===== config.mk =====
export PLATFORM = sky130hd
export DESIGN_NAME = sum_checked_frame_receiver_top
export DESIGN_NICKNAME = d
export VERILOG_FILES = /design/src/hdl/scfr_pkg.sv /design/src/hdl/scfr_ram.sv /design/src/hdl/scfr_front.sv /design/src/hdl/scfr_queue.sv /design/src/hdl/scfr_back.sv /design/src/hdl/sum_checked_frame_receiver_top.sv
export SDC_FILE = /design/constraint.sdc
export NUM_CORES = 1
export LEC_CHECK = 0
export BUFFER_PORTS_ARGS = -buffer_cell sky130_fd_sc_hd__buf_2
export CORE_ASPECT_RATIO = 2
export CORE_MARGIN = 1.5
export CORE_UTILIZATION = 56
export DETAILED_ROUTE_END_ITERATION = 6
export PLACE_DENSITY = 0.75
export SLEW_MARGIN = 20
export SYNTH_ARGS = -nofsm -noshare
export SYNTH_HDL_FRONTEND = slang
export SYNTH_SLANG_ARGS = --single-unit

===== constraint.sdc =====
create_clock -name i_clk -period 4 [get_ports i_clk]
set_input_delay 0.2 -clock i_clk [delete_from_list [all_inputs] [get_ports i_clk]]
set_output_delay 0.2 -clock i_clk [all_outputs]
set_load 0.05 [all_outputs]

===== src/hdl/scfr_pkg.sv =====
// Shared types and constants of the sum-checked frame receiver.
`default_nettype none
package scfr_pkg;

    localparam int P_PAYLOAD_MAX = 32;
    localparam int P_KIND_COUNT  = 16;

    localparam int CFG_IDX_W = 3;
    localparam logic [CFG_IDX_W-1:0] CFG_HDR1  = 3'd0;
    localparam logic [CFG_IDX_W-1:0] CFG_HDR2  = 3'd1;
    localparam logic [CFG_IDX_W-1:0] CFG_TAIL1 = 3'd2;
    localparam logic [CFG_IDX_W-1:0] CFG_TAIL2 = 3'd3;
    localparam logic [CFG_IDX_W-1:0] CFG_MASK  = 3'd4;
    localparam logic [CFG_IDX_W-1:0] CFG_LENLO = 3'd5;
    localparam logic [CFG_IDX_W-1:0] CFG_LENHI = 3'd6;

    localparam logic [8:0] FRAME_OVERHEAD = 9'd8;

    typedef enum logic [2:0] {
        ST_OK   = 3'd0,
        ST_HDR  = 3'd1,
        ST_LEN  = 3'd2,
        ST_SUM  = 3'd3,
        ST_TAIL = 3'd4,
        ST_KIND = 3'd5
    } t_status;

    typedef struct packed {
        logic [7:0]   hdr1;
        logic [7:0]   hdr2;
        logic [7:0]   tail1;
        logic [7:0]   tail2;
        logic [15:0]  mask;
        logic [127:0] lens;
    } t_cfg;

    typedef struct packed {
        t_status    status;
        logic [7:0] kind;
        logic [7:0] len;
        logic       bank;
    } t_desc;

    typedef struct packed {
        t_status    status;
        logic [7:0] kind;
        logic [7:0] len;
        logic [7:0] pbyte;
        logic       pvalid;
        logic       last;
    } t_result;

endpackage
`default_nettype wire


===== src/hdl/scfr_ram.sv =====
// Generic simple dual-port RAM with registered read.
`default_nettype none
module scfr_ram #(
    parameter int WIDTH = 8,
    parameter int DEPTH = 64
) (
    input  wire logic                     i_clk,
    input  wire logic                     i_we,
    input  wire logic [$clog2(DEPTH)-1:0] i_waddr,
    input  wire logic [WIDTH-1:0]         i_wdata,
    input  wire logic                     i_re,
    input  wire logic [$clog2(DEPTH)-1:0] i_raddr,
    output logic      [WIDTH-1:0]         o_rdata
);
    logic [WIDTH-1:0] r_mem [DEPTH];

    always_ff @(posedge i_clk) begin
        if (i_we) begin
            r_mem[i_waddr] <= i_wdata;
        end
        if (i_re) begin
            o_rdata <= r_mem[i_raddr];
        end
    end
endmodule
`default_nettype wire


===== src/hdl/scfr_front.sv =====
// Front end: byte intake, frame parsing, payload store writes and verdict.
`default_nettype none
module scfr_front #(
    parameter int PAYLOAD_MAX = 32,
    parameter int KIND_COUNT  = 16
) (
    input  wire logic                             i_clk,
    input  wire logic                             i_rst_n,
    input  wire scfr_pkg::t_cfg                   i_cfg,
    input  wire logic                             i_valid,
    input  wire logic [7:0]                       i_byte,
    input  wire logic                             i_eob,
    output logic                                  o_ready,
    input  wire logic                             i_q_full,
    output logic                                  o_push,
    output scfr_pkg::t_desc                       o_desc,
    output logic                                  o_ram_we,
    output logic [$clog2(2*PAYLOAD_MAX)-1:0]      o_ram_waddr,
    output logic [7:0]                            o_ram_wdata
);
    import scfr_pkg::*;

    localparam int RAW = $clog2(2 * PAYLOAD_MAX);

    logic [7:0]  r_pos, n_pos;
    logic        r_hdr_ok, n_hdr_ok;
    logic [7:0]  r_kind, n_kind;
    logic [7:0]  r_len, n_len;
    logic [15:0] r_sum, n_sum;
    logic [15:0] r_rsum, n_rsum;
    logic        r_tail_ok, n_tail_ok;
    logic        r_bank;

    logic        w_accept;
    logic        w_store;
    logic [8:0]  w_p9;
    logic [8:0]  w_len9;
    logic [7:0]  w_off;
    logic [8:0]  w_waddr9;
    logic [7:0]  w_reg_len;
    logic        w_kind_ok;
    t_status     w_status;

    assign o_ready  = !i_q_full;
    assign w_accept = i_valid && o_ready;
    assign w_p9     = {1'b0, r_pos};
    assign w_len9   = {1'b0, r_len};
    assign w_off    = r_pos - 8'd4;

    always_comb begin
        n_hdr_ok  = r_hdr_ok;
        n_kind    = r_kind;
        n_len     = r_len;
        n_sum     = r_sum;
        n_rsum    = r_rsum;
        n_tail_ok = r_tail_ok;
        w_store   = 1'b0;
        priority if (r_pos == 8'd0) begin
            n_hdr_ok = (i_byte == i_cfg.hdr1);
        end else if (r_pos == 8'd1) begin
            n_hdr_ok = r_hdr_ok && (i_byte == i_cfg.hdr2);
        end else if (r_pos == 8'd2) begin
            n_kind = i_byte;
            n_sum  = r_sum + {8'd0, i_byte};
        end else if (r_pos == 8'd3) begin
            n_len = i_byte;
            n_sum = r_sum + {8'd0, i_byte};
        end else if (w_p9 < 9'd4 + w_len9) begin
            w_store = ({1'b0, w_off} < 9'(PAYLOAD_MAX));
            n_sum   = r_sum + {8'd0, i_byte};
        end else if (w_p9 == 9'd4 + w_len9) begin
            n_rsum = {i_byte, r_rsum[7:0]};
        end else if (w_p9 == 9'd5 + w_len9) begin
            n_rsum = {r_rsum[15:8], i_byte};
        end else if (w_p9 == 9'd6 + w_len9) begin
            n_tail_ok = (i_byte == i_cfg.tail1);
        end else if (w_p9 == 9'd7 + w_len9) begin
            n_tail_ok = r_tail_ok && (i_byte == i_cfg.tail2);
        end
        n_pos = (r_pos == 8'd255) ? r_pos : r_pos + 8'd1;
    end

    assign w_reg_len = i_cfg.lens[{n_kind[3:0], 3'b000} +: 8];
    assign w_kind_ok = ({1'b0, n_kind} < 9'(KIND_COUNT)) && i_cfg.mask[n_kind[3:0]]
                       && ({1'b0, w_reg_len} < 9'(PAYLOAD_MAX)) && (w_reg_len == n_len);

    always_comb begin
        priority if (n_pos < 8'd2 || !n_hdr_ok) begin
            w_status = ST_HDR;
        end else if (({1'b0, n_pos} != {1'b0, n_len} + FRAME_OVERHEAD)
                     || ({1'b0, n_len} > 9'(PAYLOAD_MAX))) begin
            w_status = ST_LEN;
        end else if (n_rsum != n_sum) begin
            w_status = ST_SUM;
        end else if (!n_tail_ok) begin
            w_status = ST_TAIL;
        end else if (!w_kind_ok) begin
            w_status = ST_KIND;
        end else begin
            w_status = ST_OK;
        end
    end

    assign o_push = w_accept && i_eob;
    assign o_desc = '{status: w_status, kind: n_kind, len: n_len, bank: r_bank};

    assign w_waddr9    = {1'b0, w_off} + (r_bank ? 9'(PAYLOAD_MAX) : 9'd0);
    assign o_ram_we    = w_accept && w_store;
    assign o_ram_waddr = w_waddr9[RAW-1:0];
    assign o_ram_wdata = i_byte;

    always_ff @(posedge i_clk) begin
        if (!i_rst_n) begin
            r_pos     <= 8'd0;
            r_hdr_ok  <= 1'b1;
            r_kind    <= 8'd0;
            r_len     <= 8'd0;
            r_sum     <= 16'd0;
            r_rsum    <= 16'd0;
            r_tail_ok <= 1'b1;
            r_bank    <= 1'b0;
        end else if (w_accept) begin
            if (i_eob) begin
                r_pos     <= 8'd0;
                r_hdr_ok  <= 1'b1;
                r_kind    <= 8'd0;
                r_len     <= 8'd0;
                r_sum     <= 16'd0;
                r_rsum    <= 16'd0;
                r_tail_ok <= 1'b1;
                r_bank    <= !r_bank;
            end else begin
                r_pos     <= n_pos;
                r_hdr_ok  <= n_hdr_ok;
                r_kind    <= n_kind;
                r_len     <= n_len;
                r_sum     <= n_sum;
                r_rsum    <= n_rsum;
                r_tail_ok <= n_tail_ok;
            end
        end
    end
endmodule
`default_nettype wire


===== src/hdl/scfr_queue.sv =====
// Two-entry verdict queue between front end and back end.
`default_nettype none
module scfr_queue (
    input  wire logic            i_clk,
    input  wire logic            i_rst_n,
    input  wire logic            i_push,
    input  wire scfr_pkg::t_desc i_desc,
    input  wire logic            i_pop,
    output scfr_pkg::t_desc      o_head,
    output logic                 o_empty,
    output logic                 o_full
);
    import scfr_pkg::*;

    t_desc      r_slot [2];
    logic       r_wp;
    logic       r_rp;
    logic [1:0] r_cnt;

    assign o_head  = r_slot[r_rp];
    assign o_empty = (r_cnt == 2'd0);
    assign o_full  = (r_cnt == 2'd2);

    always_ff @(posedge i_clk) begin
        if (i_push) begin
            r_slot[r_wp] <= i_desc;
        end
    end

    always_ff @(posedge i_clk) begin
        if (!i_rst_n) begin
            r_wp  <= 1'b0;
            r_rp  <= 1'b0;
            r_cnt <= 2'd0;
        end else begin
            if (i_push) begin
                r_wp <= !r_wp;
            end
            if (i_pop) begin
                r_rp <= !r_rp;
            end
            r_cnt <= r_cnt + {1'b0, i_push} - {1'b0, i_pop};
        end
    end
endmodule
`default_nettype wire


===== src/hdl/scfr_back.sv =====
// Back end: turns verdicts into status results or payload runs.
`default_nettype none
module scfr_back #(
    parameter int PAYLOAD_MAX = 32
) (
    input  wire logic                             i_clk,
    input  wire logic                             i_rst_n,
    input  wire scfr_pkg::t_desc                  i_head,
    input  wire logic                             i_empty,
    output logic                                  o_pop,
    output logic                                  o_ram_re,
    output logic [$clog2(2*PAYLOAD_MAX)-1:0]      o_ram_raddr,
    input  wire logic [7:0]                       i_ram_rdata,
    output logic                                  o_valid,
    input  wire logic                             i_ready,
    output scfr_pkg::t_result                     o_result
);
    import scfr_pkg::*;

    localparam int RAW = $clog2(2 * PAYLOAD_MAX);

    typedef enum logic [2:0] {
        BK_IDLE = 3'b001,
        BK_READ = 3'b010,
        BK_LOAD = 3'b100
    } t_back_state;

    t_back_state r_state, n_state;
    logic [7:0]  r_idx, n_idx;
    logic        r_valid;
    t_result     r_res, n_res;
    logic        w_free;
    logic        w_load;
    logic        w_last;
    logic [8:0]  w_raddr9;

    assign w_free      = !r_valid || i_ready;
    assign w_last      = (r_idx + 8'd1 == i_head.len);
    assign w_raddr9    = {1'b0, r_idx} + (i_head.bank ? 9'(PAYLOAD_MAX) : 9'd0);
    assign o_ram_raddr = w_raddr9[RAW-1:0];
    assign o_ram_re    = (r_state == BK_READ);

    always_comb begin
        n_state = r_state;
        n_idx   = r_idx;
        n_res   = r_res;
        w_load  = 1'b0;
        o_pop   = 1'b0;
        unique case (r_state)
            BK_IDLE: begin
                if (!i_empty) begin
                    if (i_head.status == ST_OK && i_head.len != 8'd0) begin
                        n_idx   = 8'd0;
                        n_state = BK_READ;
                    end else if (w_free) begin
                        n_res  = '{status: i_head.status, kind: i_head.kind,
                                   len: i_head.len, pbyte: 8'd0, pvalid: 1'b0,
                                   last: 1'b1};
                        w_load = 1'b1;
                        o_pop  = 1'b1;
                    end
                end
            end
            BK_READ: begin
                n_state = BK_LOAD;
            end
            BK_LOAD: begin
                if (w_free) begin
                    n_res  = '{status: ST_OK, kind: i_head.kind, len: i_head.len,
                               pbyte: i_ram_rdata, pvalid: 1'b1, last: w_last};
                    w_load = 1'b1;
                    if (w_last) begin
                        o_pop   = 1'b1;
                        n_state = BK_IDLE;
                    end else begin
                        n_idx   = r_idx + 8'd1;
                        n_state = BK_READ;
                    end
                end
            end
            default: begin
                n_state = BK_IDLE;
            end
        endcase
    end

    always_ff @(posedge i_clk) begin
        if (!i_rst_n) begin
            r_state <= BK_IDLE;
            r_idx   <= 8'd0;
            r_valid <= 1'b0;
        end else begin
            r_state <= n_state;
            r_idx   <= n_idx;
            if (w_load) begin
                r_valid <= 1'b1;
            end else if (i_ready) begin
                r_valid <= 1'b0;
            end
        end
    end

    always_ff @(posedge i_clk) begin
        if (w_load) begin
            r_res <= n_res;
        end
    end

    assign o_valid  = r_valid;
    assign o_result = r_res;
endmodule
`default_nettype wire


===== src/hdl/sum_checked_frame_receiver_top.sv =====
// Sum-checked frame receiver: top level.
// Slave stream: one received byte per transfer in tdata, tlast on the last
// byte of a buffer. Each buffer is judged as one frame: header, size, byte
// sum, tail, then type enable and registered length.
// Master stream: a good frame gives its payload bytes as a run (tuser high,
// tlast on the last byte); a bad frame, or a good frame with empty payload,
// gives one status transfer with tuser low and tlast high.
// Config channel: register index and data, always ready; write only idle.
// Intake takes one byte per cycle. A verdict enters a two-entry queue on the
// cycle that takes the last byte; intake stalls while two frames are queued,
// since the payload store holds two frames (one bank each).
// Output: a status transfer is loaded from the queue head; each payload byte
// passes a read state and then a load state, and the next read starts only
// after the load, set by the registered read of the payload store.
// A stalled master side holds its transfer in the output register; the front
// end keeps taking bytes until the queue fills.
// Reset (synchronous, active low) clears frame state, queue and output valid
// and loads the register defaults; no clearing pass is needed.
`default_nettype none
module sum_checked_frame_receiver_top #(
    parameter int PAYLOAD_MAX = scfr_pkg::P_PAYLOAD_MAX,
    parameter int KIND_COUNT  = scfr_pkg::P_KIND_COUNT
) (
    input  wire logic                           i_clk,
    input  wire logic                           i_rst_n,
    input  wire logic                           i_s_axis_tvalid,
    output logic                                o_s_axis_tready,
    input  wire logic [7:0]                     i_s_axis_tdata,   // rx_byte[7:0]
    input  wire logic                           i_s_axis_tlast,   // end_of_buffer
    output logic                                o_m_axis_tvalid,
    input  wire logic                           i_m_axis_tready,
    // frame_status[2:0], frame_kind[10:3], declared_length[18:11],
    // payload_byte[26:19], zero fill [31:27]
    output logic [31:0]                         o_m_axis_tdata,
    output logic                                o_m_axis_tuser,   // payload_valid
    output logic                                o_m_axis_tlast,   // run_last
    input  wire logic                           i_cfg_valid,
    output logic                                o_cfg_ready,
    input  wire logic [scfr_pkg::CFG_IDX_W-1:0] i_cfg_index,
    input  wire logic [63:0]                    i_cfg_data
);
    import scfr_pkg::*;

    localparam int RAW = $clog2(2 * PAYLOAD_MAX);

    t_cfg           r_cfg;
    t_desc          w_push_desc;
    t_desc          w_head;
    t_result        w_res;
    logic           w_push;
    logic           w_pop;
    logic           w_empty;
    logic           w_full;
    logic           w_we;
    logic [RAW-1:0] w_waddr;
    logic [7:0]     w_wdata;
    logic           w_re;
    logic [RAW-1:0] w_raddr;
    logic [7:0]     w_rdata;

    assign o_cfg_ready = 1'b1;

    always_ff @(posedge i_clk) begin
        if (!i_rst_n) begin
            r_cfg.hdr1  <= 8'hAA;
            r_cfg.hdr2  <= 8'h55;
            r_cfg.tail1 <= 8'h0D;
            r_cfg.tail2 <= 8'h0A;
            r_cfg.mask  <= 16'd0;
            r_cfg.lens  <= 128'd0;
        end else if (i_cfg_valid) begin
            unique case (i_cfg_index)
                CFG_HDR1:  r_cfg.hdr1         <= i_cfg_data[7:0];
                CFG_HDR2:  r_cfg.hdr2         <= i_cfg_data[7:0];
                CFG_TAIL1: r_cfg.tail1        <= i_cfg_data[7:0];
                CFG_TAIL2: r_cfg.tail2        <= i_cfg_data[7:0];
                CFG_MASK:  r_cfg.mask         <= i_cfg_data[15:0];
                CFG_LENLO: r_cfg.lens[63:0]   <= i_cfg_data;
                CFG_LENHI: r_cfg.lens[127:64] <= i_cfg_data;
                default: begin
                end
            endcase
        end
    end

    scfr_front #(
        .PAYLOAD_MAX (PAYLOAD_MAX),
        .KIND_COUNT  (KIND_COUNT)
    ) u_front (
        .i_clk       (i_clk),
        .i_rst_n     (i_rst_n),
        .i_cfg       (r_cfg),
        .i_valid     (i_s_axis_tvalid),
        .i_byte      (i_s_axis_tdata),
        .i_eob       (i_s_axis_tlast),
        .o_ready     (o_s_axis_tready),
        .i_q_full    (w_full),
        .o_push      (w_push),
        .o_desc      (w_push_desc),
        .o_ram_we    (w_we),
        .o_ram_waddr (w_waddr),
        .o_ram_wdata (w_wdata)
    );

    scfr_ram #(
        .WIDTH (8),
        .DEPTH (2 * PAYLOAD_MAX)
    ) u_store (
        .i_clk   (i_clk),
        .i_we    (w_we),
        .i_waddr (w_waddr),
        .i_wdata (w_wdata),
        .i_re    (w_re),
        .i_raddr (w_raddr),
        .o_rdata (w_rdata)
    );

    scfr_queue u_queue (
        .i_clk   (i_clk),
        .i_rst_n (i_rst_n),
        .i_push  (w_push),
        .i_desc  (w_push_desc),
        .i_pop   (w_pop),
        .o_head  (w_head),
        .o_empty (w_empty),
        .o_full  (w_full)
    );

    scfr_back #(
        .PAYLOAD_MAX (PAYLOAD_MAX)
    ) u_back (
        .i_clk       (i_clk),
        .i_rst_n     (i_rst_n),
        .i_head      (w_head),
        .i_empty     (w_empty),
        .o_pop       (w_pop),
        .o_ram_re    (w_re),
        .o_ram_raddr (w_raddr),
        .i_ram_rdata (w_rdata),
        .o_valid     (o_m_axis_tvalid),
        .i_ready     (i_m_axis_tready),
        .o_result    (w_res)
    );

    assign o_m_axis_tdata = {5'd0, w_res.pbyte, w_res.len, w_res.kind, w_res.status};
    assign o_m_axis_tuser = w_res.pvalid;
    assign o_m_axis_tlast = w_res.last;
endmodule
`default_nettype wire


==> flow_metrics.tcl <==
set metrics [dict create \
    cts-root-to-sink-buffers 3 \
    groute.layer.met1.usage 0.309 \
    top_usage_layer "met2" \
    tightestPinTransition_ns 1.10 \
    syn-cell-area_um2 36000 \
    synthDominantAreaCellType "sky130_fd_sc_hd__edfxtp_1" \
    critPathRequiredTime_ns 4.43 \
    final_cells 3924 \
    cts.root.buffer_cell "sky130_fd_sc_hd__clkbuf_16" \
    power.density_nw_per_um2 449 \
    drt_first_pass_iters 7 \
    antenna_found_initial 5 \
    post_dp_cell_area_um2 38700 \
    synthDominantCellAreaShare 0.492 \
    post_detailed_placement_half_perimeter_wirelength_um 71600 \
    portBuffers 111 \
    global_route.usage.met3 0.0412 \
    endpoint_kind "register" \
    routed_wl_um 104000 \
    global_route_wire_length_before_repair_um 154000 \
    violated_checks "DRC" \
    setup_repair_after_global_routing_missed_its_margin "yes" \
    edff_count_synth 589 \
    layout.cell_area.non_filler_um2 42300 \
    tritoncts_num_sinks 841 \
    postSynthCellCount 2738 \
    tritoncts "done" \
    inst_count_dp 3714 \
    gr-total-overflow 0 \
    run_status "finished, violations left" \
    fp.dieH_um 361 \
    crit_path_max_fanout 5 \
    yosys-mux-area-fraction 0.125 \
    slew-limit-headroom 0.264 \
    synth_xor_xnor_area_share 0.0276 \
    synth_warn 0 \
    clk_pin_slew_ns 0.08 \
    initial_utilization 0.566 \
    die-area_um2 65900 \
    synthArstFlopShare 0 \
    yosys_most_used_dff "sky130_fd_sc_hd__edfxtp_1" \
    die_x_um 182 \
    fraction_of_the_yosys_area_taken_by_sequential_cells 0.632 \
    cts-buffers-inserted 69 \
    clk_latency_ns 0.63 \
    pin_count_of_the_biggest_net_entering_global_routing 130 \
    synthesis.area_per_instance_um2 13.1 \
    final_hold_viol_count 0 \
    routed-via-count 24631 \
    yosysUniqueCellTypes 83 \
    synth_compound_area_frac 0.0660 \
    period_share 0.993 \
    detail_route.drc_violations 1 \
    ir_worst_vdd_mv 0.430 \
    detail_route.iter0.violations 1966 \
    path_class "reg -> reg" \
    globalRouteMet2Util 0.581 \
    clock_skew_ns 0.0192 \
    synth_commonest_cells "589 x sky130_fd_sc_hd__edfxtp_1, 459 x sky130_fd_sc_hd__nand2_1, 252 x sky130_fd_sc_hd__dfxtp_1" \
    cp-start-kind "register" \
    finish.net_count 3183 \
    clock.fmax_ghz 0.252 \
    setup_viol_count_final 0 \
    floorplan.core_area_um2 63600 \
    final_layout_size_suffix_gt1_frac 0.233 \
    area_delta_synth_final_pct 17.5 \
    ioPinCount 118 \
    largest_cells_by_area_after_synthesis "sky130_fd_sc_hd__edfxtp_1 49%, sky130_fd_sc_hd__dfxtp_1 14%, sky130_fd_sc_hd__mux4_2 11%" \
    drv_slew 0 \
    number_of_global_route_vias_before_repair 25394 \
    hold_ws_ns 0.105 \
    setup_total_negative_slack_ns 0 \
    filler_cell_count 4372 \
    totalPowerFinal_w 0.0190 \
    synth-simple-area-share 0.113 \
    place_congestion 0.977 \
    yosysMostFrequentCell "sky130_fd_sc_hd__edfxtp_1" \
    cts.htree.levels 3 \
    period_needed_ns 3.97 \
    global_route_usage_over_all_layers 0.320 \
    main_combinational_cell_family_by_area_after_synthesis "multiplexers" \
    hold_path_class "in -> reg" \
    antenna_violating_nets_post_route 0 \
    detailed_route_wire_length_per_cell_um 26.6 \
    seq_area_um2 22800 \
    multi_input_gate_area_in_the_final_layout_um2 12600 \
    worst_ep_arrival_time_ns 4.40 \
    leakagePower_nw 14.2 \
    max_cap_violations 0 \
    synth_adder_area_share 0.0124 \
    via_per_inst 6.28 \
    synth_register_bits 841 \
    std_cell_rows 131 \
]
==> state kept, by name (all words and copies together) (netlist names), 16 cells and up, named ones only <==
signal,flops
u_front.r_sum,16
u_back.o_result,29
r_cfg,176
u_store.r_mem,512
u_queue.r_slot,40
u_front.r_rsum,16
==> logic make-up (layout without fill, tap and decap cells) <==
kind of cell	count (synthesis)	count (layout)
AOI/OAI and AO/OA	390	390
xor gates and xnor gates	112	112
and+or+nand+nor	913	913
buffers and inverters	212	592
DFF	841	841
muxes	233	233
adders and majority gates	35	35
other	2	10
==> final timing paths <==
kind	slack [ns]	from	depth (start not counted)	endpoint
max	0.03	u_front.r_len[3]	17	u_queue.r_slot[1][19]
min	0.10	i_cfg_index[0]	4	r_cfg[174]
max reg2reg	0.03	u_front.r_len[3]	17	u_queue.r_slot[1][19]
min reg2reg	0.45	r_cfg[52]	2	r_cfg[52]
==> critical path, stage by stage, from the launching register on <==
cell and delay (ns):
sky130_fd_sc_hd__dfxtp_4 0.37, sky130_fd_sc_hd__buf_6 0.11, sky130_fd_sc_hd__nand2_4 0.06, sky130_fd_sc_hd__nor2_4 0.10, sky130_fd_sc_hd__nand2_2 0.06, sky130_fd_sc_hd__xor2_1 0.14, sky130_fd_sc_hd__ha_1 0.33, sky130_fd_sc_hd__nand4_1 0.13
sky130_fd_sc_hd__a311oi_2 0.28, sky130_fd_sc_hd__o211a_1 0.29, sky130_fd_sc_hd__buf_12 0.14, sky130_fd_sc_hd__buf_8 0.10, sky130_fd_sc_hd__mux2i_2 0.21, sky130_fd_sc_hd__xor2_1 0.25, sky130_fd_sc_hd__xnor2_1 0.17, sky130_fd_sc_hd__nand4_1 0.16
sky130_fd_sc_hd__or4_4 0.65, sky130_fd_sc_hd__a2111oi_4 0.22
==> per-stage QoR <==
step	util	worst slack, ns
after global placement	0.609	-0.214
after CTS	0.660	-0.0526
after global routing	0.665	-0.147
after floorplan	-	0.0333
after detailed placement	0.609	-0.283
final	0.665	0.0262
==> final cells by class <==
cell class	instances	share of cell area
Antenna cell	4	0.000237
Multi-Input combinational cell	1689	0.298
Inverter	50	0.00474
Sequential cell	841	0.538
Tap cell	798	0.0236
Timing Repair Buffer	416	0.0750
Clock inverter	43	0.0156
Clock buffer	83	0.0440
==> power by group <==
part	switching [W]	internal, W	leakage (nW)	total [W]
clock	0.00323	0.00430	1.21	0.00754
sequential	0.0000949	0.00954	7.35	0.00963
combinational	0.00128	0.000509	5.59	0.00179
==> metal layers <==
metal	vias to the layer above	routed length [um]
li1	10813	-
met1	12151	31600
met2	1221	54900
met3	442	5950
met4	4	11800
met5	-	28
==> what timing repair did <==
action,in CTS,in global routing
hold buffers,66,0
endpoints found under the hold margin,179,0
buffers inserted,0,13
gates cloned,0,1
resized for setup,14,41
pin swaps,6,21
setup endpoints to repair,6,6
==> layout by cell type, fill, tap and decap left out, types with 44 or more instances in the layout <==
| cell type | instances |
|---|---|
| sky130_fd_sc_hd__nand2_1 | 457 |
| sky130_fd_sc_hd__inv_1 | 44 |
| sky130_fd_sc_hd__mux4_2 | 172 |
| sky130_fd_sc_hd__a21oi_1 | 219 |
| sky130_fd_sc_hd__buf_2 | 111 |
| sky130_fd_sc_hd__nand3_1 | 67 |
| sky130_fd_sc_hd__dfxtp_1 | 242 |
| sky130_fd_sc_hd__edfxtp_1 | 589 |
| sky130_fd_sc_hd__clkbuf_16 | 72 |
| sky130_fd_sc_hd__nor2_1 | 188 |
| sky130_fd_sc_hd__xnor2_1 | 74 |
| sky130_fd_sc_hd__a22oi_1 | 46 |
| sky130_fd_sc_hd__dlygate4sd3_1 | 66 |
| sky130_fd_sc_hd__buf_4 | 225 |
Note: power is estimated with default switching activity, not from simulation.
